### src/design/evfa_pkg.sv
// Shared package for the event frame accumulator: codes, defaults and the
// classified event record passed from the front end to the back end.
// No dependencies.
`timescale 1ns / 1ps
`default_nettype none

package evfa_pkg;

    localparam int SIDE_DEF       = 128;
    localparam int BASE_LEVEL_DEF = 125;
    localparam int QUEUE_DEPTH    = 2;

    localparam int      CFG_IDX_W     = 2;
    localparam logic [31:0] ACC_TIME_RST = 32'd10000;
    localparam logic [1:0]  ROTATION_RST = 2'd0;
    localparam logic [7:0]  CONTRAST_RST = 8'd50;

    localparam logic CMD_ACC  = 1'b0;
    localparam logic CMD_READ = 1'b1;

    typedef enum logic [CFG_IDX_W-1:0] {
        CFG_ACC_TIME = 2'd0,
        CFG_ROTATION = 2'd1,
        CFG_CONTRAST = 2'd2
    } t_cfg_idx;

    typedef enum logic [1:0] {
        ROT_0   = 2'd0,
        ROT_90  = 2'd1,
        ROT_180 = 2'd2,
        ROT_270 = 2'd3
    } t_rot;

    typedef enum logic [1:0] {
        POL_ZERO   = 2'd0,
        POL_PLUS   = 2'd1,
        POL_MINUS2 = 2'd2,
        POL_MINUS  = 2'd3
    } t_pol;

    // One classified item; the pixel address travels next to it because its
    // width follows the sensor side.
    typedef struct packed {
        logic        is_read;
        logic        in_range;
        logic [15:0] delta;
        logic [31:0] ev_time;
    } t_evt;

endpackage

`default_nettype wire

### src/design/evfa_front.sv
// Front end: accepts input transactions, rotates coordinates, forms the
// pixel address and the signed increment. Depends on evfa_pkg.
`timescale 1ns / 1ps
`default_nettype none

module evfa_front #(
    parameter int SIDE = evfa_pkg::SIDE_DEF,
    localparam int CW  = $clog2(SIDE),
    localparam int AW  = 2 * CW + 1
) (
    input  wire                logic         i_clk,
    input  wire                logic         i_rst_n,
    input  wire                logic         i_in_valid,
    output                     logic         o_in_ready,
    input  wire                logic         i_command,
    input  wire                logic [6:0]   i_pos_x,
    input  wire                logic [6:0]   i_pos_y,
    input  wire                logic signed [1:0] i_polarity,
    input  wire                logic         i_eye,
    input  wire                logic [31:0]  i_event_time,
    input  wire                logic [1:0]   i_rotation,
    input  wire                logic [7:0]   i_contrast,
    output                     logic         o_valid,
    input  wire                logic         i_ready,
    output                     evfa_pkg::t_evt o_evt,
    output                     logic [AW-1:0] o_addr
);

    localparam logic [CW-1:0] SIDE_M1 = CW'(SIDE - 1);

    logic           r_valid;
    evfa_pkg::t_evt r_evt;
    logic [AW-1:0]  r_addr;

    logic [CW-1:0]  x_c;
    logic [CW-1:0]  y_c;
    logic [CW-1:0]  nx;
    logic [CW-1:0]  ny;
    logic [15:0]    c16;
    logic [15:0]    delta;
    logic           in_range;
    logic           accept;

    assign x_c      = CW'(i_pos_x);
    assign y_c      = CW'(i_pos_y);
    assign in_range = (32'(i_pos_x) < 32'(SIDE)) && (32'(i_pos_y) < 32'(SIDE));
    assign c16      = 16'(i_contrast);

    always_comb begin
        case (i_rotation)
            evfa_pkg::ROT_90: begin
                nx = y_c;
                ny = SIDE_M1 - x_c;
            end
            evfa_pkg::ROT_180: begin
                nx = SIDE_M1 - x_c;
                ny = SIDE_M1 - y_c;
            end
            evfa_pkg::ROT_270: begin
                nx = SIDE_M1 - y_c;
                ny = x_c;
            end
            default: begin
                nx = x_c;
                ny = y_c;
            end
        endcase
    end

    always_comb begin
        case (i_polarity)
            evfa_pkg::POL_PLUS:   delta = c16;
            evfa_pkg::POL_MINUS2: delta = 16'd0 - (c16 << 1);
            evfa_pkg::POL_MINUS:  delta = 16'd0 - c16;
            default:              delta = 16'd0;
        endcase
    end

    assign o_in_ready = !r_valid || i_ready;
    assign accept     = i_in_valid && o_in_ready;

    always_ff @(posedge i_clk) begin
        if (!i_rst_n) begin
            r_valid <= 1'b0;
        end else if (accept) begin
            r_valid <= 1'b1;
        end else if (i_ready) begin
            r_valid <= 1'b0;
        end
    end

    // Reads address the published frame unrotated; events use the rotated spot.
    always_ff @(posedge i_clk) begin
        if (accept) begin
            r_evt.is_read  <= (i_command == evfa_pkg::CMD_READ);
            r_evt.in_range <= in_range;
            r_evt.delta    <= delta;
            r_evt.ev_time  <= i_event_time;
            if (i_command == evfa_pkg::CMD_READ) begin
                r_addr <= {i_eye, y_c, x_c};
            end else begin
                r_addr <= {i_eye, ny, nx};
            end
        end
    end

    assign o_valid = r_valid;
    assign o_evt   = r_evt;
    assign o_addr  = r_addr;

endmodule

`default_nettype wire

### config.mk
export PLATFORM = sky130hd
export DESIGN_NAME = evfa_front
export DESIGN_NICKNAME = d
export VERILOG_FILES = /design/src/design/evfa_pkg.sv /design/src/design/evfa_front.sv
export SDC_FILE = /design/constraint.sdc
export NUM_CORES = 1
export LEC_CHECK = 0
export BUFFER_PORTS_ARGS = -buffer_cell sky130_fd_sc_hd__buf_2
export CORE_ASPECT_RATIO = 0.7
export CORE_MARGIN = 2
export CORE_UTILIZATION = 41
export DETAILED_ROUTE_END_ITERATION = 16
export GPL_TIMING_DRIVEN = 0
export HOLD_SLACK_MARGIN = 0.05
export PLACE_DENSITY = 0.76
export SYNTH_ARGS = -nofsm -noshare
export SYNTH_HDL_FRONTEND = slang
export SYNTH_SLANG_ARGS = --single-unit
### constraint.sdc
create_clock -name i_clk -period 2.2 [get_ports i_clk]
set_input_delay 0.33 -clock i_clk [delete_from_list [all_inputs] [get_ports i_clk]]
set_output_delay 0.33 -clock i_clk [all_outputs]
set_load 0.03 [all_outputs]
==> run_results.csv, run 1 <==
group,metric,value,unit
logic_synthesis,yosysSeqAreaShare,65.9,%
global_route,grtUsageTotal,17.6,%
logic_synthesis,synth_nets,267,
timing,period_share,76.2,%
setup_path,arrival,1.75,ns
clock_tree,cts_tree,"built",
logic_synthesis,ys_ff_latch,59,
global_route,grt_pass1_wl,9640,um
global_route,grt_max_degree,59,
floorplan,fp.dieH,71.6,um
clock_tree,cts-resized-gates,0,
clock_tree,htree_levels,3,
power_and_ir_drop,power_density,776,mW/mm^2
cells_and_area,mostFrequentLayoutCell,"buf_2",
place,gp_congestion,0.828,
floorplan,die-area,0.00719,mm^2
place,dp_hpwl,4480,um
clock_tree,cts_setup_buffers,0,
timing,hold_viol,0,
clock_tree,worst_skew_pair.late_latency,0.32,ns
setup_path,cp-end-kind,"register",
clock_tree,cts_buffers,9,
run_status,status,"finished, final reports clean",
setup_path,startpoint,"i_contrast[0]",
logic_synthesis,syn_area_per_cell,13.2,um^2
timing,min_period,1.68,ns
setup_path,critPathKind,"input port to register",
logic_synthesis,ys_types,35,
cells_and_area,drive_gt1_share,45.9,%
timing,setup_ws,0.524,ns
timing,tightest_slew,0.759,ns
run,cap_violations,0,
drt,drt_iter0_drc,96,
floorplan,core_area,0.00628,mm^2
timing,fmax,597,MHz
clock_tree,cts_buffer_depth,2,
logic_synthesis,yosys.area_share.simple,9.50,%
logic_synthesis,synth_compound_area_share,11.7,%
timing,setup_viol,0,
cells_and_area,final_cells,422,
cells_and_area,mostFrequentLayoutCells,"buf_2, edfxtp_1, nand2_1",
floorplan,die_w,101,um
power_and_ir_drop,p_leak,1.52,nW
drt,first_pass_iters,4,
logic_synthesis,synth_xor_area_share,7.87,%
logic_synthesis,yosys_warnings,0,
timing,grt_setup_unrepaired,"no",
logic_synthesis,synth_cells,202,
setup_path,cp_slowest_cell,"or3b_1",
timing,tns,0,ns
global_route,overflow,0,
drt,drcViolationCount,0,
timing,final_max_slew_viol_count,0,
setup_path,max_stage_delay,0.36,ns
timing,slew_headroom,49.4,%
logic_synthesis,synth_top_family_by_area,"compound AO/OA/AOI/OAI gates",
place,portBuffers,127,
setup_path,cp_data_required_time,2.28,ns
timing,hold_ws,0.178,ns
logic_synthesis,synth_edf_count,58,
floorplan,row_count,24,
hold_path,hp-class,"input port to register",
logic_synthesis,synthMuxAreaShare,0,%
drt,drt-total-wl,6170,um
floorplan,io_pins,131,
cells_and_area,antenna_cells,0,
clock_tree,cts-root-buf,"clkbuf_8",
hold_path,hold_start,"i_event_time[2]",
timing,skew,0.00466,ns
clock_tree,clk_pin_slew,0.07,ns
cells_and_area,syn2layout_area_growth,34.3,%
power_and_ir_drop,vdd_drop_max,0.000371,V
setup_path,timing.rr.start,"o_valid",
place,dpl.cell_count,407,
place,place_area,0.00341,mm^2
drt,via_per_inst,4.86,
drt,num_vias,2050,
setup_path,start_kind,"input port",
cells_and_area,nNetsFinal,405,
global_route,grt_pass1_vias,1962,
logic_synthesis,netlist_area,0.00267,mm^2
logic_synthesis,synth_fa_ha_area_share,0.468,%
global_route,antenna_found_initial,0,
setup_path,worst-path-max-fanout,5,
logic_synthesis,async_flop_share,0,%
logic_synthesis,ys.flop_type,"edfxtp_1",
drt,wire_per_inst,14.6,um
clock_tree,ctsHoldBuffers,0,
drt,detail-route-antenna-nets,0,
setup_path,path_common_cell,"buf_2",
floorplan,initial_core_util,42.6,%
place,place_ws,0.173,ns
cells_and_area,stdcell_area,0.00359,mm^2
clock_tree,cts.sinks,59,
setup_path,worstPathCellList,"buf_2 > inv_1 > ha_1 > or3b_1 > buf_2 > o31ai_4 > xnor2_1 > a22o_1",
-- final timing paths --
path	to	slack, ns	depth (start not counted)
min	o_evt[2]	0.18	1
max reg2reg	o_evt[11]	0.74	2
min reg2reg	o_valid	0.56	2
max	o_evt[38]	0.52	8
-- layer usage --
metal | global-route usage (%) | up-vias | wire [um]
met5 | 0 | - | 0
met2 | 26.8 | 97 | 2850
met4 | 8.37 | 0 | 98
met1 | 23.2 | 939 | 2780
li1 | - | 1004 | -
met3 | 5.37 | 10 | 440
-- Yosys cell counts, drive strengths merged (2+ instances only) --
cell type,instances,area share [%]
a21oi,14,2.6
a22o,4,1.3
and2,2,0.47
buf,13,3.0
clkbuf,7,0.98
edfxtp,58,65
inv,3,0.42
nand2,19,2.7
nand2b,2,0.47
nand3,2,0.37
nor2,18,2.5
nor2b,2,0.47
nor3,2,0.37
o21ai,4,0.89
o22a,13,4.3
o31ai,2,1.3
xnor2,15,4.9
xor2,9,2.9
-- power by group --
part           internal, W  switching (W)  total, W
Combinational     0.000179       0.000338  0.000517
Sequential         0.00133      0.0000186   0.00135
Clock             0.000506       0.000415  0.000921
-- final cells by class --
class	instances	area, um^2
buffer	20	108
clock buffer	9	124
clock inverter	6	57.6
fill	539	2690
inverter	3	11.3
multi-input combinational	120	795
sequential	59	1760
tap	78	97.6
timing repair buffer	127	636
-- metrics by stage --
step / utilization, % / total power [W]
6_report: 57.2 / 0.00279
3_5_place_dp: 54.3 / 0.00189
3_3_place_gp: 54.3 / 0.00188
4_1_cts: 57.2 / 0.00281
2_1_floorplan: - / 0.00171
5_1_grt: 57.2 / 0.00291
-- kinds of logic after synthesis --
family          count (synthesis)
fa+ha+maj                       1
other cells                     1
buf+inv                        23
flops                          59
compound gates                 41
xor+xnor                       24
simple gates                   53
-- sequential cells by signal (all words and copies together) (netlist names) --
signal and cells:
o_valid 1, o_evt 43, o_addr 15
-- critical path, delay by kind of cell --
kind	cells	cell delay, ns
xor+xnor	1	0.09
fa+ha+maj	1	0.23
buf+inv	3	0.34
compound gates	2	0.41
simple gates	1	0.36
Power figures use the tool's default switching activity.
==> run 2: changes to the inputs <==
--- a/config.mk
+++ b/config.mk
@@ -8,11 +8,11 @@
 export BUFFER_PORTS_ARGS = -buffer_cell sky130_fd_sc_hd__buf_2
 export CORE_ASPECT_RATIO = 0.7
 export CORE_MARGIN = 2
-export CORE_UTILIZATION = 41
+export CORE_UTILIZATION = 46
 export DETAILED_ROUTE_END_ITERATION = 16
 export GPL_TIMING_DRIVEN = 0
 export HOLD_SLACK_MARGIN = 0.05
-export PLACE_DENSITY = 0.76
+export PLACE_DENSITY = 0.81
 export SYNTH_ARGS = -nofsm -noshare
 export SYNTH_HDL_FRONTEND = slang
 export SYNTH_SLANG_ARGS = --single-unit
==> constraint.sdc (replaced) <==
create_clock -name i_clk -period 1.6 [get_ports i_clk]
set_input_delay 0.24 -clock i_clk [delete_from_list [all_inputs] [get_ports i_clk]]
set_output_delay 0.24 -clock i_clk [all_outputs]
set_load 0.03 [all_outputs]
==> run_results.csv, run 2 (synthesis gave the netlist of run 1 again) <==
group,metric,value,unit
floorplan,die_w,95.1,um
timing,period_share,95.9,%
cells_and_area,antenna_cells,0,
cells_and_area,multi_input_comb_area,810,um^2
drt,first_pass_iters,5,
drt,detail-route-antenna-nets,0,
floorplan,fp.dieH,67.8,um
global_route,grtUsageTotal,19.8,%
place,gp_congestion,0.863,
timing,skew,0.00597,ns
power_and_ir_drop,power_density,1020,mW/mm^2
clock_tree,cts-resized-gates,0,
clock_tree,htree_levels,3,
clock_tree,cts_tree,"built",
clock_tree,worst_skew_pair.late_latency,0.33,ns
run,cap_violations,0,
cells_and_area,largest_register_ffs,43,
drt,drt-total-wl,6510,um
clock_tree,cts.sinks,59,
cells_and_area,stdcell_area,0.00360,mm^2
global_route,grt_pass1_wl,9290,um
drt,via_per_inst,5.02,
global_route,overflow,0,
power_and_ir_drop,vdd_drop_max,0.000379,V
cells_and_area,syn2layout_area_growth,34.6,%
cells_and_area,final_cells,419,
setup_path,start_kind,"input port",
hold_path,hp-class,"input port to register",
drt,num_vias,2105,
floorplan,core_area,0.00567,mm^2
clock_tree,cts_buffer_depth,2,
floorplan,die-area,0.00645,mm^2
clock_tree,cts_setup_buffers,0,
timing,hold_viol,0,
timing,slew_headroom,49.2,%
cells_and_area,nNetsFinal,405,
timing,tightest_slew,0.762,ns
floorplan,initial_core_util,47.1,%
clock_tree,cts-root-buf,"clkbuf_8",
setup_path,cp_data_required_time,1.69,ns
cells_and_area,drive_gt1_share,47.1,%
power_and_ir_drop,p_leak,1.51,nW
cells_and_area,mostFrequentLayoutCells,"buf_2, edfxtp_1, nand2_1",
clock_tree,clk_pin_slew,0.07,ns
drt,wire_per_inst,15.5,um
global_route,antenna_found_initial,0,
hold_path,min_path_cells,1,
floorplan,row_count,23,
floorplan,io_pins,131,
timing,min_period,1.53,ns
cells_and_area,mostFrequentLayoutCell,"buf_2",
timing,setup_viol,0,
clock_tree,ctsHoldBuffers,0,
setup_path,worst-path-max-fanout,5,
timing,grt_setup_unrepaired,"no",
place,dp_hpwl,4750,um
cells_and_area,register_area,0.00176,mm^2
place,place_area,0.00344,mm^2
setup_path,reg2reg_depth,2,
timing,final_max_slew_viol_count,0,
run_status,status,"finished, final reports clean",
timing,fmax,652,MHz
cells_and_area,fillers,453,
setup_path,arrival,1.62,ns
place,dpl.cell_count,404,
place,portBuffers,127,
global_route,grt_pass1_vias,1940,
setup_path,critPathKind,"input port to register",
global_route,grt_max_degree,59,
drt,drcViolationCount,0,
drt,drt_iter0_drc,115,
setup_path,cp-end-kind,"register",
setup_path,r2r_slack,0.16,ns
clock_tree,cts_buffers,9,
## run 2: changes by cell type in the layout (fill, tap and decap cells not counted), sizes merged
cell / change
bufinv: -1
clkinvlp: -1
clkinv: +2
## run 2: stage by stage
stage,worst slack (ns),setup TNS (ns),total power (W),util [%],hold slack [ns]
2_1_floorplan,-0.0502,-0.0502,0.00236,-,0.339
3_3_place_gp,-0.278,-1.07,0.00259,60.7,0.417
3_5_place_dp,-0.297,-1.99,0.00262,60.7,0.419
4_1_cts,0.0645,0,0.00370,63.5,0.0624
5_1_grt,0.0110,0,0.00381,63.5,0.0594
6_report,0.0656,0,0.00367,63.5,0.0767
## run 2: path summary, 6_finish.rpt
check,from,end
setup / recovery,i_contrast[1],o_evt[38]
hold reg to reg,o_valid,o_valid
hold / removal,i_eye,o_addr[14]
setup reg to reg,o_valid,o_evt[13]
## run 2: per-layer routing
| metal | part of all wire [%] | GRT usage (%) | up-vias | wire length [um] |
|---|---|---|---|---|
| li1 | - | - | 1006 | - |
| met5 | 0 | 0 | - | 0 |
| met2 | 49 | 33.1 | 116 | 3160 |
| met1 | 40 | 23.5 | 976 | 2580 |
| met4 | 0.89 | 7.07 | 0 | 58 |
| met3 | 11 | 7.59 | 7 | 709 |
## run 2: cell type report
type	count	share of cell area [%]
well taps	75	2.61
clock buffers	9	3.44
multi-input cells	120	22.5
flip-flops and latches	59	49.0
clock inverters	6	0.939
plain buffers	20	3.16
inverters	3	0.730
repair buffers	127	17.7
## run 2: critical path, stage by stage
cell     delay (ns)
buf_2          0.15
inv_12         0.06
ha_4           0.14
or3b_1         0.36
buf_6          0.14
o31ai_4        0.23
xnor2_1        0.09
a22o_1         0.21
## run 2: power by group
group          internal, W  total [W]  switching (W)
Combinational     0.000251   0.000728       0.000478
Sequential         0.00183    0.00186      0.0000278
Clock             0.000537    0.00108       0.000548
Total              0.00262    0.00367        0.00105
==> run 3: changes to the inputs <==
--- a/config.mk
+++ b/config.mk
@@ -8,11 +8,13 @@
 export BUFFER_PORTS_ARGS = -buffer_cell sky130_fd_sc_hd__buf_2
 export CORE_ASPECT_RATIO = 0.7
 export CORE_MARGIN = 2
-export CORE_UTILIZATION = 46
+export CORE_UTILIZATION = 47
+export CTS_BUF_LIST = sky130_fd_sc_hd__clkbuf_4 sky130_fd_sc_hd__clkbuf_8
 export DETAILED_ROUTE_END_ITERATION = 16
+export GPL_ROUTABILITY_DRIVEN = 1
 export GPL_TIMING_DRIVEN = 0
 export HOLD_SLACK_MARGIN = 0.05
-export PLACE_DENSITY = 0.81
+export PLACE_DENSITY = 0.83
 export SYNTH_ARGS = -nofsm -noshare
 export SYNTH_HDL_FRONTEND = slang
 export SYNTH_SLANG_ARGS = --single-unit
==> run_results.csv, run 3 (synthesis gave the netlist of run 1 again) <==
group,metric,value,unit
run_status,status,"finished, final reports clean",
drt,num_vias,2057,
hold_path,min_path_cells,1,
floorplan,die_w,94.1,um
clock_tree,cts_tree,"built",
drt,detail-route-antenna-nets,0,
global_route,grtUsageTotal,20.1,%
hold_path,hold_start,"i_event_time[24]",
floorplan,die-area,0.00632,mm^2
clock_tree,htree_levels,3,
setup_path,arrival,1.58,ns
cells_and_area,antenna_cells,0,
timing,setup_viol,0,
timing,grt_setup_unrepaired,"no",
clock_tree,cts_buffer_depth,2,
power_and_ir_drop,seqPwrFrac,50.9,%
drt,via_per_inst,4.94,
power_and_ir_drop,power_density,1010,mW/mm^2
drt,drcViolationCount,0,
setup_path,reg2reg_to,"o_evt[49]",
global_route,grt_pass1_wl,9280,um
global_route,grt_pass1_vias,1831,
timing,min_period,1.51,ns
setup_path,reg2reg_depth,2,
timing,hold_viol,0,
power_and_ir_drop,sw_frac_of_total,28.3,%
drt,drt-total-wl,6430,um
clock_tree,clk_pin_slew,0.06,ns
clock_tree,cts_setup_buffers,0,
clock_tree,ctsHoldBuffers,0,
cells_and_area,final_cells,416,
power_and_ir_drop,p_int,0.00262,W
global_route,antenna_found_initial,0,
setup_path,start_kind,"input port",
drt,first_pass_iters,4,
power_and_ir_drop,p_leak,1.52,nW
floorplan,initial_core_util,49.8,%
run,cap_violations,0,
cells_and_area,mostFrequentLayoutCells,"buf_2, edfxtp_1, nand2_1",
clock_tree,cts_buffers,9,
timing,fmax,660,MHz
floorplan,io_pins,131,
place,portBuffers,127,
power_and_ir_drop,combinationalPowerShare,20.0,%
timing,skew,0.00328,ns
timing,final_max_slew_viol_count,0,
setup_path,cp-end-kind,"register",
cells_and_area,drive_gt1_share,48.0,%
hold_path,hp-class,"input port to register",
place,gp_congestion,0.868,
setup_path,worst-path-max-fanout,5,
drt,wire_per_inst,15.5,um
cells_and_area,syn2layout_area_growth,34.7,%
floorplan,core_area,0.00537,mm^2
place,dp_hpwl,4950,um
cells_and_area,postLayoutCoreUtil,67.1,%
cells_and_area,fillers,434,
cells_and_area,mostFrequentLayoutCell,"buf_2",
setup_path,r2r_slack,0.19,ns
clock_tree,cts-root-buf,"clkbuf_8",
cells_and_area,largest_register_ffs,43,
cells_and_area,nNetsFinal,405,
setup_path,cp_data_required_time,1.67,ns
place,dpl.cell_count,401,
power_and_ir_drop,p_sw,0.00103,W
floorplan,fp.dieH,67.1,um
setup_path,critPathKind,"input port to register",
timing,period_share,94.6,%
global_route,overflow,0,
clock_tree,cts.sinks,59,
power_and_ir_drop,vdd_drop_max,0.000460,V
timing,tightest_slew,0.732,ns
floorplan,row_count,22,
global_route,grt_max_degree,59,
hold_path,min_to,"o_evt[24]",
power_and_ir_drop,clockPowerShare,29.2,%
timing,slew_headroom,51.2,%
drt,drt_iter0_drc,128,
setup_path,timing.rr.start,"o_valid",
clock_tree,worst_skew_pair.late_latency,0.32,ns
-- run 3: through the flow --
step                cell area, um^2  total power, W  setup slack (ns)  hold WS, ns  TNS, ns
floorplan                      2710         0.00236           -0.0502        0.339  -0.0502
global placement               3440         0.00259            -0.261        0.417    -1.30
detailed placement             3440         0.00262            -0.311        0.418    -1.89
CTS                            3590         0.00368            0.0309       0.0748        0
global route                   3600         0.00381            0.0326       0.0682        0
finish                         3600         0.00365            0.0858       0.0944        0
-- run 3: how the worst max path moves through the flow --
stage / startpoint / endpoint / cells past startpoint
2_1_floorplan: i_contrast[1] / o_evt[38] / 7
3_3_place_gp: i_contrast[1] / o_evt[38] / 8
3_5_place_dp: i_contrast[1] / o_evt[38] / 8
4_1_cts: i_contrast[1] / o_evt[38] / 8
5_1_grt: i_contrast[1] / o_evt[39] / 8
6_report: i_contrast[1] / o_evt[39] / 8
-- run 3: repair_timing --
action                                  in CTS  in global routing
endpoints found under the setup margin       0                  2
hold endpoints to repair                     0                  0
resized for setup                            0                  3
-- run 3: power by group through the flow --
stage                     sequential (W)  combinational (W)  clock, W
after global routing             0.00186           0.000780   0.00117
final                            0.00186           0.000728   0.00106
after global placement           0.00188           0.000709         0
after CTS                        0.00186           0.000730   0.00110
after detailed placement         0.00189           0.000728         0
after floorplan                  0.00209           0.000262         0
-- run 3: area by class of cell --
class                      count  area (um^2)  area share, %
buffer                        20          115           3.20
clock inverter                 6         33.8          0.938
clock buffer                   9          124           3.44
timing repair buffer         127          638           17.7
tap                           72         90.1           2.50
multi-input combinational    120          812           22.6
inverter                       3         26.3          0.730
sequential                    59         1760           48.9
-- run 3: critical path: stages --
cell and delay [ns]:
clkbuf_4 0.15, inv_12 0.06, ha_4 0.13, or3b_4 0.37
buf_6 0.14, nor3_1 0.19, xnor2_1 0.09, a22o_1 0.20
-- run 3: per-layer routing --
| layer | global-route usage (%) | routed length (um) |
|---|---|---|
| met1 | 25.5 | 2610 |
| met4 | 7.61 | 53 |
| met2 | 32.9 | 3210 |
| met3 | 5.77 | 556 |
| met5 | 0 | 0 |
