==> src/design/evfa_pkg.sv <==
// Shared package for the event frame accumulator: codes, defaults and the
// classified event record passed from the front end to the back end.
// No dependencies.
`timescale 1ns / 1ps
`default_nettype none

package evfa_pkg;

    localparam int SIDE_DEF       = 128;
    localparam int BASE_LEVEL_DEF = 125;
    localparam int QUEUE_DEPTH    = 2;

    localparam int      CFG_IDX_W     = 2;
    localparam logic [31:0] ACC_TIME_RST = 32'd10000;
    localparam logic [1:0]  ROTATION_RST = 2'd0;
    localparam logic [7:0]  CONTRAST_RST = 8'd50;

    localparam logic CMD_ACC  = 1'b0;
    localparam logic CMD_READ = 1'b1;

    typedef enum logic [CFG_IDX_W-1:0] {
        CFG_ACC_TIME = 2'd0,
        CFG_ROTATION = 2'd1,
        CFG_CONTRAST = 2'd2
    } t_cfg_idx;

    typedef enum logic [1:0] {
        ROT_0   = 2'd0,
        ROT_90  = 2'd1,
        ROT_180 = 2'd2,
        ROT_270 = 2'd3
    } t_rot;

    typedef enum logic [1:0] {
        POL_ZERO   = 2'd0,
        POL_PLUS   = 2'd1,
        POL_MINUS2 = 2'd2,
        POL_MINUS  = 2'd3
    } t_pol;

    // One classified item; the pixel address travels next to it because its
    // width follows the sensor side.
    typedef struct packed {
        logic        is_read;
        logic        in_range;
        logic [15:0] delta;
        logic [31:0] ev_time;
    } t_evt;

endpackage

`default_nettype wire

==> src/design/evfa_queue.sv <==
// Small first-in first-out queue that decouples the front and back ends.
// Depends on evfa_pkg for its default depth.
`timescale 1ns / 1ps
`default_nettype none

module evfa_queue #(
    parameter int DW    = 8,
    parameter int DEPTH = evfa_pkg::QUEUE_DEPTH,
    localparam int PW   = $clog2(DEPTH)
) (
    input  wire logic          i_clk,
    input  wire logic          i_rst_n,
    input  wire logic          i_push,
    output      logic          o_not_full,
    input  wire logic [DW-1:0] i_data,
    output      logic          o_not_empty,
    input  wire logic          i_pop,
    output      logic [DW-1:0] o_data
);

    logic [DW-1:0] r_mem [DEPTH];
    logic [PW-1:0] r_wp;
    logic [PW-1:0] r_rp;
    logic [PW:0]   r_cnt;
    logic          push_ok;
    logic          pop_ok;

    assign o_not_full  = (r_cnt != (PW+1)'(DEPTH));
    assign o_not_empty = (r_cnt != '0);
    assign push_ok     = i_push && o_not_full;
    assign pop_ok      = i_pop && o_not_empty;
    assign o_data      = r_mem[r_rp];

    always_ff @(posedge i_clk) begin
        if (!i_rst_n) begin
            r_wp  <= '0;
            r_rp  <= '0;
            r_cnt <= '0;
        end else begin
            if (push_ok) begin
                r_wp <= r_wp + 1'b1;
            end
            if (pop_ok) begin
                r_rp <= r_rp + 1'b1;
            end
            if (push_ok && !pop_ok) begin
                r_cnt <= r_cnt + 1'b1;
            end else if (pop_ok && !push_ok) begin
                r_cnt <= r_cnt - 1'b1;
            end
        end
    end

    always_ff @(posedge i_clk) begin
        if (push_ok) begin
            r_mem[r_wp] <= i_data;
        end
    end

endmodule

`default_nettype wire

==> config.mk <==
export PLATFORM = sky130hd
export DESIGN_NAME = evfa_queue
export DESIGN_NICKNAME = d
export VERILOG_FILES = /design/src/design/evfa_pkg.sv /design/src/design/evfa_queue.sv
export SDC_FILE = /design/constraint.sdc
export NUM_CORES = 1
export LEC_CHECK = 0
export ABC_AREA = 1
export BUFFER_PORTS_ARGS = -buffer_cell sky130_fd_sc_hd__buf_2
export CAP_MARGIN = 15
export CELL_PAD_IN_SITES_DETAIL_PLACEMENT = 0
export CELL_PAD_IN_SITES_GLOBAL_PLACEMENT = 2
export CORE_UTILIZATION = 33
export CTS_CLUSTER_DIAMETER = 80
export DETAILED_ROUTE_END_ITERATION = 10
export PLACE_DENSITY = 0.76
export REMOVE_ABC_BUFFERS = 1
export SYNTH_ARGS = -nofsm -noshare
export SYNTH_HDL_FRONTEND = slang
export SYNTH_SLANG_ARGS = --single-unit
==> constraint.sdc <==
create_clock -name i_clk -period 1.45 [get_ports i_clk]
set_input_delay 0.145 -clock i_clk [delete_from_list [all_inputs] [get_ports i_clk]]
set_output_delay 0.145 -clock i_clk [all_outputs]
set_load 0.005 [all_outputs]
==> results.txt, run 1 <==
----------------------------------------------------
[STA]
  Slew at the pin closest to its max-slew limit ... 0.194 ns
  Headroom to the max-slew limit ... 87.0%
  Peak clock frequency supported by timing ... 733 MHz
  Number of failing setup endpoints in the final timing report ... 0
  Setup repair after global routing missed its margin ... false
  Post-layout min period ... 1.36 ns
  Final Hold Slack ... 0.0327 ns
  Pins over their slew limit ... 0
  Worst setup slack after layout ... 0.0857 ns
  Post-route clock period utilization ... 94.1%
  Summed negative setup slack over all endpoints ... 0 ns
  Hold violation total from the final report ... 0
  Clock Skews ... 0.00429 ns

[Route]
  Via count ... 500
  Final routed wire length divided by cell count ... 10.1 um
  Total wirelength of the detailed-routed design ... 1180 um
  Number of detailed-routing iterations run before antenna repair ... 4
  Per-cell via count in the routed design ... 4.27
  Post-detailed-route count of antenna-violating nets ... 0
  Residual DRC ... 0
  Iteration-0 DRC Markers ... 4

[Floorplan]
  Std-Cell Rows ... 17
  Die Y ... 52.3 um
  Core Region ... 0.00230 mm^2
  Boundary Pins ... 22
  Initial core utilization ... 36.4%
  Horizontal die dimension ... 52.3 um
  Die Outline Area ... 0.00274 mm^2

[Cells and area]
  Fraction of layout instances using a drive strength above 1 ... 50.6%
  Leading cell type in the layout, fill and taps excluded ... sky130_fd_sc_hd__buf_2
  Non-Filler Instances ... 117
  ANT cells ... 0
  Commonest non-fill, non-tap cells in the layout ... sky130_fd_sc_hd__buf_2, sky130_fd_sc_hd__edfxtp_1, sky130_fd_sc_hd__mux2_2, sky130_fd_sc_hd__nor2_1
  Area growth, synth to finish ... 22.6%
  Post-layout nets ... 103

[Clock network]
  Inserted Clock Buffers ... 3
  Cell at the root of the clock tree ... sky130_fd_sc_hd__clkbuf_4
  Clock tree from TritonCTS ... done
  Maximum buffer depth of the clock tree ... 2
  Clock transition at path regs ... 0.11 ns
  Clock latency at the later pin of the worst-skew pair ... 0.29 ns
  Setup Fix Bufs, Post-CTS ... 0
  Post-CTS Hold Fix Bufs ... 0
  Depth of the CTS H-tree ... 1
  Clk sinks ... 21

[Synth]
  Distinct cells, synth ... 18
  Number of instances in the synthesized netlist ... 62
  Synth top area cells ... sky130_fd_sc_hd__edfxtp_1, sky130_fd_sc_hd__dfxtp_1, sky130_fd_sc_hd__mux2_2, sky130_fd_sc_hd__nor2_1, sky130_fd_sc_hd__inv_1
  Seq cells post-synth ... 21
  Register area share after synthesis ... 69.5%
  Biggest area consumer among synthesized cells ... sky130_fd_sc_hd__edfxtp_1
  Mapped cell area ... 836 um^2
  Yosys warnings ... 0
  Per-instance average area after synthesis ... 13.5 um^2
  Share of Yosys cell area claimed by the top area cell type ... 57.5%

[Worst setup path]
  Category of the most critical setup path ... reg -> out
  Required time of the worst setup path ... 1.31 ns
  Combined buffer and inverter count along the critical path ... 1
  Worst-path cell with the longest stage delay ... sky130_fd_sc_hd__dfxtp_2
  Critical Path End Type ... output port
  CP max FO ... 8
  Critical Path, Cell by Cell ... mux2_2 -> buf_2
  Data arrival time of the critical path ... 1.22 ns
  Slowest cell delay on critical path ... 0.45 ns
  Type of element launching the critical path ... flop
  Top Family by Delay on Critical Path ... flip-flops

[Pwr]
  Total power consumption of the routed design ... 1.61 mW
  Peak VDD IR ... 0.589 mV
  Leakage power ... 0.429 nW
  Power per cell area ... 1570 mW/mm^2

[Global routing]
  Initial antenna violation count ... 0
  Aggregate global-route resource usage ... 9.74%
  Via count of the first global-routing pass ... 448
  GRT Residual Overflow ... 0
  First-pass GRT wire length ... 1850 um
  Largest net degree at the start of global routing ... 13

[Placed design]
  Sum of net half-perimeters after detailed placement ... 906 um
  Number of buffers added on ports ... 21
  Final estimated routing congestion in global placement ... 0.672
  Placed cell count ... 113
  Pre-CTS setup slack ... 0.132 ns

[Run status]
  Status ... complete, no violations

[Min path]
  Class of the most critical hold timing path ... in -> reg

[Flow run]
  Number of maximum-capacitance violations ... 0

----------------------------------------------------
[power breakdown]
part           internal (mW)  switching (mW)
combinational          0.250           0.238
clock                  0.103           0.163
sequential             0.775          0.0769
total                   1.13           0.478
[sequential cells by signal (all words and copies together), names as in the netlist, named ones only]
| register | count |
|---|---|
| r_rp | 1 |
| r_wp | 1 |
| r_mem | 16 |
| r_cnt | 2 |
[final timing paths]
check | startpoint | end | slack [ns] | depth (start not counted)
worst max-delay path | flop | o_data[3] | 0.09 | 2
worst min-delay path | i_data[0] | r_mem[0][0] | 0.03 | 1
worst max register to register | r_cnt[0] | r_cnt[1] | 0.14 | 10
worst min register to register | r_cnt[0] | r_cnt[0] | 0.48 | 1
[cell families (layout without fill, tap and decap cells)]
family | Yosys count | in the layout | share of synthesized area [%]
buf+inv | 9 | 36 | 4.34
compound gates | 4 | 4 | 2.84
flops | 21 | 21 | 69.5
mux | 8 | 8 | 10.8
simple gates | 19 | 19 | 11.1
fa+ha+maj | 1 | 1 | 1.50
[layer usage]
| metal | routed length, um | track usage [%] |
|---|---|---|
| met5 | 0 | 0 |
| met4 | 14 | 6.58 |
| met3 | 64 | 2.90 |
| met2 | 598 | 16.2 |
| met1 | 497 | 10.5 |
[through the flow]
stage | utilization (%) | area (um^2)
after floorplan | - | 831
after global placement | 43.2 | 993
after detailed placement | 43.2 | 993
after CTS | 44.5 | 1020
after global routing | 44.6 | 1020
final | 44.6 | 1020
[worst reg2reg max path: stages, from the launching register on]
cell	delay, ns
sky130_fd_sc_hd__dfxtp_2	0.36
sky130_fd_sc_hd__inv_2	0.09
sky130_fd_sc_hd__nand2_4	0.06
sky130_fd_sc_hd__nand2_4	0.07
sky130_fd_sc_hd__clkinv_2	0.06
sky130_fd_sc_hd__ha_1	0.28
sky130_fd_sc_hd__inv_1	0.09
sky130_fd_sc_hd__nand3_1	0.08
sky130_fd_sc_hd__nand2_1	0.06
sky130_fd_sc_hd__inv_1	0.03
sky130_fd_sc_hd__nor2_1	0.08
[timing repair]
| item | 4_1_cts | 5_1_grt |
|---|---|---|
| endpoints found under the setup margin | 8 | 1 |
| resized for setup | 1 | 2 |
| hold endpoints to repair | 0 | 0 |
[layout make-up]
| class | count | area, um^2 |
|---|---|---|
| multi-input combinational | 32 | 219 |
| sequential | 21 | 584 |
| fill | 226 | 1270 |
| clock inverter | 1 | 5.00 |
| clock buffer | 3 | 22.5 |
| timing repair buffer | 24 | 128 |
| inverter | 8 | 31.3 |
| tap | 28 | 35.0 |
[Yosys cell counts]
cell                       number
sky130_fd_sc_hd__edfxtp_1      16
sky130_fd_sc_hd__mux2_2         8
sky130_fd_sc_hd__nor2_1         8
sky130_fd_sc_hd__inv_1          6
sky130_fd_sc_hd__nand2_1        6
sky130_fd_sc_hd__dfxtp_1        5
sky130_fd_sc_hd__nand2_4        2
sky130_fd_sc_hd__a21oi_1        1
sky130_fd_sc_hd__buf_2          1
sky130_fd_sc_hd__clkinv_2       1
sky130_fd_sc_hd__ha_1           1
sky130_fd_sc_hd__inv_2          1
sky130_fd_sc_hd__nand2_2        1
sky130_fd_sc_hd__nand3_1        1
sky130_fd_sc_hd__nand4_1        1
sky130_fd_sc_hd__o21a_2         1
sky130_fd_sc_hd__o21ai_0        1
sky130_fd_sc_hd__o21ai_1        1
No activity file was read; power rests on OpenSTA's default activity.
==> run 2, diff against run 1 <==
- BUFFER_PORTS_ARGS: -buffer_cell sky130_fd_sc_hd__buf_2 -> -buffer_cell sky130_fd_sc_hd__buf_4
- CORE_MARGIN: unset -> 3
==> run 2 against run 1 <==
Clock power up 3%; global-route usage down 0.49 points; core utilization up 3.1 points; via count up 4.0%; critical path type unchanged; critical endpoint is now o_data[7]; highest routed layer unchanged.
==> results.txt, run 2 (synthesized netlist as in run 1, its figures left out) <==
----------------------------------------------------
[Run status]
  Status ... complete, no violations

[Worst setup path]
  Worst-path cell with the longest stage delay ... sky130_fd_sc_hd__dfxtp_4
  Required time of the worst setup path ... 1.31 ns
  Number of cell instances on the worst register-to-register path ... 8
  Top Family by Delay on Critical Path ... flip-flops
  Worst reg2reg endpoint ... r_cnt[1]
  Critical Path End Type ... output port
  Critical R2R Launch ... r_cnt[0]
  Critical Path, Cell by Cell ... mux2_2 -> buf_4
  CP max FO ... 8
  Type of element launching the critical path ... flop
  Slowest cell delay on critical path ... 0.42 ns
  Worst-case register-to-register setup slack ... 0.19 ns
  Data arrival time of the critical path ... 1.21 ns
  Category of the most critical setup path ... reg -> out
  Combined buffer and inverter count along the critical path ... 1

[Cells and area]
  Post-layout nets ... 103
  Leading cell type in the layout, fill and taps excluded ... sky130_fd_sc_hd__buf_4
  ANT cells ... 0
  Commonest non-fill, non-tap cells in the layout ... sky130_fd_sc_hd__buf_4, sky130_fd_sc_hd__edfxtp_1, sky130_fd_sc_hd__mux2_2, sky130_fd_sc_hd__nor2_1, sky130_fd_sc_hd__nand2_1
  Area growth, synth to finish ... 31.1%
  Largest registers in the final layout ... r_mem (16), r_cnt (2)
  Share of the core filled with cells in the final layout ... 47.7%
  Number of flip-flops under the largest register name ... 16
  Most flops, register ... r_mem
  Post-Layout Inst Area ... 0.00110 mm^2
  FILL cells ... 214
  Fraction of layout instances using a drive strength above 1 ... 51.7%

[Clock network]
  Clock latency at the later pin of the worst-skew pair ... 0.30 ns
  Inserted Clock Buffers ... 3
  Post-CTS Hold Fix Bufs ... 0
  Clock tree from TritonCTS ... done
  Clock transition at path regs ... 0.11 ns
  Depth of the CTS H-tree ... 1
  Cell at the root of the clock tree ... sky130_fd_sc_hd__clkbuf_4
  Maximum buffer depth of the clock tree ... 2
  Clk sinks ... 21
  Setup Fix Bufs, Post-CTS ... 0

[Min path]
  Worst hold stages ... 1
  Worst Hold End ... r_mem[1][7]
  Source of the worst hold timing path ... i_data[7]
  Class of the most critical hold timing path ... in -> reg

[Pwr]
  Power per cell area ... 1580 mW/mm^2
  Leakage power ... 0.446 nW
  Peak VDD IR ... 0.656 mV
  Total power consumption of the routed design ... 1.73 mW

[Floorplan]
  Initial core utilization ... 36.4%
  Core Region ... 0.00230 mm^2
  Horizontal die dimension ... 56.3 um
  Boundary Pins ... 22
  Std-Cell Rows ... 17
  Die Outline Area ... 0.00317 mm^2
  Die Y ... 56.3 um

[Route]
  Via count ... 520
  Total wirelength of the detailed-routed design ... 1360 um
  Residual DRC ... 0
  Final routed wire length divided by cell count ... 11.6 um
  Number of detailed-routing iterations run before antenna repair ... 2
  Post-detailed-route count of antenna-violating nets ... 0
  Iteration-0 DRC Markers ... 4
  Per-cell via count in the routed design ... 4.44

[Global routing]
  First-pass GRT wire length ... 2190 um
  Largest net degree at the start of global routing ... 12
  Via count of the first global-routing pass ... 523
  GRT Residual Overflow ... 0
  Aggregate global-route resource usage ... 9.26%
  Initial antenna violation count ... 0

[Flow run]
  Number of maximum-capacitance violations ... 0

[STA]
  Hold violation total from the final report ... 0
  Post-route clock period utilization ... 93.1%
  Headroom to the max-slew limit ... 90.5%
  Clock Skews ... 0.00453 ns
  Slew at the pin closest to its max-slew limit ... 0.141 ns
  Peak clock frequency supported by timing ... 741 MHz
  Summed negative setup slack over all endpoints ... 0 ns
  Pins over their slew limit ... 0
  Post-layout min period ... 1.35 ns
  Number of failing setup endpoints in the final timing report ... 0
  Setup repair after global routing missed its margin ... false

[Placed design]
  Number of buffers added on ports ... 21
  Area after detailed placement ... 0.00105 mm^2
  Final estimated routing congestion in global placement ... 0.771
  Sum of net half-perimeters after detailed placement ... 1040 um

----------------------------------------------------
==> run 2: cell count changes in the layout (fill, tap and decap cells not counted), sizes merged <==
| cell | change |
|---|---|
| clkinv | -1 |
| clkbuf | +1 |
==> run 2: area by class of cell <==
class                   count  area (um^2)  area share [%]
flip-flops and latches     21          589            53.8
repair buffers             24          180            16.4
well taps                  28         35.0            3.20
inverters                   8         33.8            3.08
multi-input cells          32          231            21.1
clock buffers               4         26.3            2.40
==> run 2: per-stage QoR <==
step | std cells | hold slack [ns] | setup WS [ns]
4_1_cts | 117 | 0.0153 | 0.0261
6_report | 117 | 0.0236 | 0.0996
3_3_place_gp | 113 | 0.331 | 0.137
3_5_place_dp | 113 | 0.335 | 0.114
2_1_floorplan | 61 | 0.244 | 0.145
5_1_grt | 117 | 0.00683 | 0.0487
==> run 2: what timing repair did <==
action | in CTS | in global routing
resized for setup | 1 | 7
endpoints found under the setup margin | 8 | 2
gates cloned | 0 | 0
==> run 2: power breakdown <==
group	switching [mW]	total (mW)	internal (mW)
clock network	0.167	0.274	0.107
logic	0.263	0.589	0.327
registers	0.0830	0.866	0.783
==> run 2: metal layers <==
layer	GRT usage, %	routed length (um)	vias up	part of all wire, %
met5	0	0	-	0
met4	6.10	44	0	3.2
met3	3.22	84	4	6.2
met2	14.5	657	15	48
met1	10.6	574	236	42
li1	-	-	265	-
==> run 2: worst max-delay path by stage <==
| stage | startpoint | slack [ns] | cells past startpoint | end |
|---|---|---|---|---|
| detailed placement | r_cnt[0] | 0.11 | 10 | r_cnt[1] |
| CTS | flop | 0.03 | 2 | o_data[7] |
| finish | flop | 0.1 | 2 | o_data[7] |
| floorplan | r_cnt[0] | 0.15 | 4 | r_mem[1][0] |
| global placement | r_cnt[0] | 0.14 | 10 | r_cnt[1] |
| global route | flop | 0.05 | 2 | o_data[1] |
==> run 3, diff against run 2 <==
- ABC_AREA: 1 -> unset
- CORE_UTILIZATION: 33 -> 34
- PLACE_DENSITY: 0.76 -> 0.75
==> run 3 against run 2 <==
Combinational power about the same; power fell by 1.8%; largest cell class unchanged; final cell count down 6.8%; highest routed layer unchanged; largest power group unchanged.
==> results.txt, run 3 <==
----------------------------------------------------
[Run status]
  Status ... complete, no violations

[Flow run]
  Number of maximum-capacitance violations ... 0

[Route]
  Per-cell via count in the routed design ... 4.37
  Iteration-0 DRC Markers ... 5
  Residual DRC ... 0
  Number of detailed-routing iterations run before antenna repair ... 4
  Total wirelength of the detailed-routed design ... 1230 um
  Final routed wire length divided by cell count ... 11.3 um
  Post-detailed-route count of antenna-violating nets ... 0
  Via count ... 476

[Clock network]
  Clock tree from TritonCTS ... done
  Clock latency at the later pin of the worst-skew pair ... 0.29 ns
  Clock transition at path regs ... 0.11 ns
  Cell at the root of the clock tree ... sky130_fd_sc_hd__clkbuf_4
  Depth of the CTS H-tree ... 1
  Maximum buffer depth of the clock tree ... 2
  Setup Fix Bufs, Post-CTS ... 0
  Clk sinks ... 21
  Inserted Clock Buffers ... 3

[Cells and area]
  Post-Layout Inst Area ... 0.00109 mm^2
  Number of flip-flops under the largest register name ... 16
  FILL cells ... 205
  Multi-input gate area in the final layout ... 221 um^2
  Fraction of layout instances using a drive strength above 1 ... 56.8%
  Post-layout nets ... 95
  Area growth, synth to finish ... 35.1%
  Most flops, register ... r_mem
  Share of the core filled with cells in the final layout ... 49.0%
  Commonest non-fill, non-tap cells in the layout ... sky130_fd_sc_hd__buf_4, sky130_fd_sc_hd__edfxtp_1, sky130_fd_sc_hd__mux2_2
  Leading cell type in the layout, fill and taps excluded ... sky130_fd_sc_hd__buf_4
  ANT cells ... 0
  Largest registers in the final layout ... r_mem (16), r_cnt (2)
  Sequential cell area ... 587 um^2

[Min path]
  Source of the worst hold timing path ... i_data[3]
  Class of the most critical hold timing path ... in -> reg
  Worst hold stages ... 1
  Worst Hold End ... r_mem[0][3]

[Synth]
  EDFF count, synth ... 16
  Register area share after synthesis ... 71.7%
  Synth top area cells ... sky130_fd_sc_hd__edfxtp_1, sky130_fd_sc_hd__dfxtp_1, sky130_fd_sc_hd__mux2_2, sky130_fd_sc_hd__xor2_1, sky130_fd_sc_hd__nand2b_4
  Most instantiated library cell after synthesis ... sky130_fd_sc_hd__edfxtp_1
  Biggest area consumer among synthesized cells ... sky130_fd_sc_hd__edfxtp_1
  Seq cells post-synth ... 21
  Yosys warnings ... 0
  Mapped cell area ... 810 um^2
  Number of instances in the synthesized netlist ... 50
  Share of Yosys cell area claimed by the top area cell type ... 59.4%
  Primary FF master, synth ... sky130_fd_sc_hd__edfxtp_1
  Distinct cells, synth ... 17
  Leading post-synthesis cells by instance count ... sky130_fd_sc_hd__edfxtp_1, sky130_fd_sc_hd__mux2_2, sky130_fd_sc_hd__dfxtp_1, sky130_fd_sc_hd__nor2_1, sky130_fd_sc_hd__xor2_1
  Share of synthesized registers carrying an async set or reset ... 0%
  Per-instance average area after synthesis ... 16.2 um^2

[Placed design]
  Sum of net half-perimeters after detailed placement ... 931 um
  Area after detailed placement ... 0.00103 mm^2
  Number of buffers added on ports ... 21
  Final estimated routing congestion in global placement ... 0.717

[Pwr]
  Internal power ... 1.25 mW
  Power share of the clock group ... 15.3%
  Switching share of power ... 26.2%
  Total power consumption of the routed design ... 1.70 mW
  Leakage power ... 0.443 nW
  Relative contribution of sequential cells to total power ... 50.1%
  Peak VDD IR ... 0.917 mV
  Net Sw Power ... 445 uW
  Power per cell area ... 1550 mW/mm^2
  Part of the total power dissipated in combinational logic ... 34.6%

[Worst setup path]
  Worst-case register-to-register setup slack ... 0.01 ns
  Worst reg2reg endpoint ... r_cnt[1]
  Type of element launching the critical path ... flop
  Worst-path cell with the longest stage delay ... sky130_fd_sc_hd__dfxtp_2
  CP max FO ... 4
  Critical Path, Cell by Cell ... nand2b_4 -> and2_4 -> ha_2 -> xor2_1 -> or3_1 -> a21oi_1
  Critical Path End Type ... flop
  Critical R2R Launch ... r_cnt[0]
  Number of cell instances on the worst register-to-register path ... 6
  Required time of the worst setup path ... 1.67 ns
  Data arrival time of the critical path ... 1.66 ns
  Category of the most critical setup path ... reg -> reg
  Critical path startpoint ... r_cnt[0]
  Slowest cell delay on critical path ... 0.35 ns

[STA]
  Post-layout min period ... 1.44 ns
  Post-route clock period utilization ... 99.2%
  Clock Skews ... 0.00181 ns
  Peak clock frequency supported by timing ... 696 MHz
  Hold violation total from the final report ... 0
  Pins over their slew limit ... 0
  Setup repair after global routing missed its margin ... true
  Summed negative setup slack over all endpoints ... 0 ns
  Slew at the pin closest to its max-slew limit ... 0.347 ns
  Number of failing setup endpoints in the final timing report ... 0
  Final Hold Slack ... 0.0329 ns
  Headroom to the max-slew limit ... 76.8%

[Floorplan]
  Die Y ... 54.8 um
  Boundary Pins ... 22
  Initial core utilization ... 36.2%
  Horizontal die dimension ... 54.8 um
  Std-Cell Rows ... 17
  Core Region ... 0.00223 mm^2
  Die Outline Area ... 0.00300 mm^2

[Global routing]
  Largest net degree at the start of global routing ... 13
  Via count of the first global-routing pass ... 473
  First-pass GRT wire length ... 1920 um
  GRT Residual Overflow ... 0
  Initial antenna violation count ... 0
  Aggregate global-route resource usage ... 9.46%

----------------------------------------------------
-- run 3: cells by family (layout without fill, tap and decap cells) --
logic type	after synthesis	count (layout)	share of synthesized area, %
AOI/OAI and AO/OA	5	5	3.71
xor gates and xnor gates	3	3	3.25
adders and majority gates	1	1	1.55
buffers and inverters	3	34	1.55
DFF	21	21	71.7
muxes	8	8	11.1
and+or+nand+nor	9	9	7.11
-- run 3: area by class of cell --
type                       instances  area share (%)
inverter                           2           0.686
tap                               28            3.20
clock inverter                     1           0.458
multi-input combinational         26            20.3
clock buffer                       3            2.06
timing repair buffer              28            19.7
sequential                        21            53.7
-- run 3: how the worst max path moves through the flow --
| stage | to | slack (ns) | depth (start not counted) |
|---|---|---|---|
| after floorplan | r_cnt[1] | -0.05 | 5 |
| after global placement | r_cnt[1] | 0.003 | 5 |
| after detailed placement | r_cnt[1] | -0.05 | 5 |
| after CTS | r_cnt[1] | 0.007 | 6 |
| after global routing | r_cnt[1] | -0.06 | 6 |
| final | r_cnt[1] | 0.01 | 6 |
-- run 3: routing by layer --
metal / track usage (%) / part of all wire [%]
met1: 11.0 / 44
met4: 4.98 / 1.1
met3: 3.54 / 7.3
met5: 0 / 0
met2: 15.0 / 47
-- run 3: what timing repair did --
action                                  in CTS  in global routing
endpoints found under the hold margin        0                  4
pin swaps                                    3                  0
hold buffers                                 0                  2
cloned                                       0                  0
gates resized for setup                      6                  1
endpoints found under the setup margin       9                  2
-- run 3: worst max-delay path: cells and delay by family (launching register included) --
family	cells	cell delay, ns
xor+xnor	1	0.14
flops	1	0.35
simple gates	3	0.59
compound gates	1	0.13
fa+ha+maj	1	0.16
-- run 3: metrics by stage --
step           setup slack [ns]  instances
3_3_place_gp            0.00270        103
6_report                 0.0123        109
5_1_grt                 -0.0602        109
2_1_floorplan           -0.0529         49
3_5_place_dp            -0.0505        103
4_1_cts                 0.00688        107
-- run 3: power by group through the flow --
stage	logic (mW)	clock network [mW]	registers, mW
2_1_floorplan	0.298	0	0.837
3_3_place_gp	0.578	0	0.847
3_5_place_dp	0.584	0	0.854
4_1_cts	0.596	0.275	0.850
5_1_grt	0.659	0.313	0.866
6_report	0.588	0.259	0.852
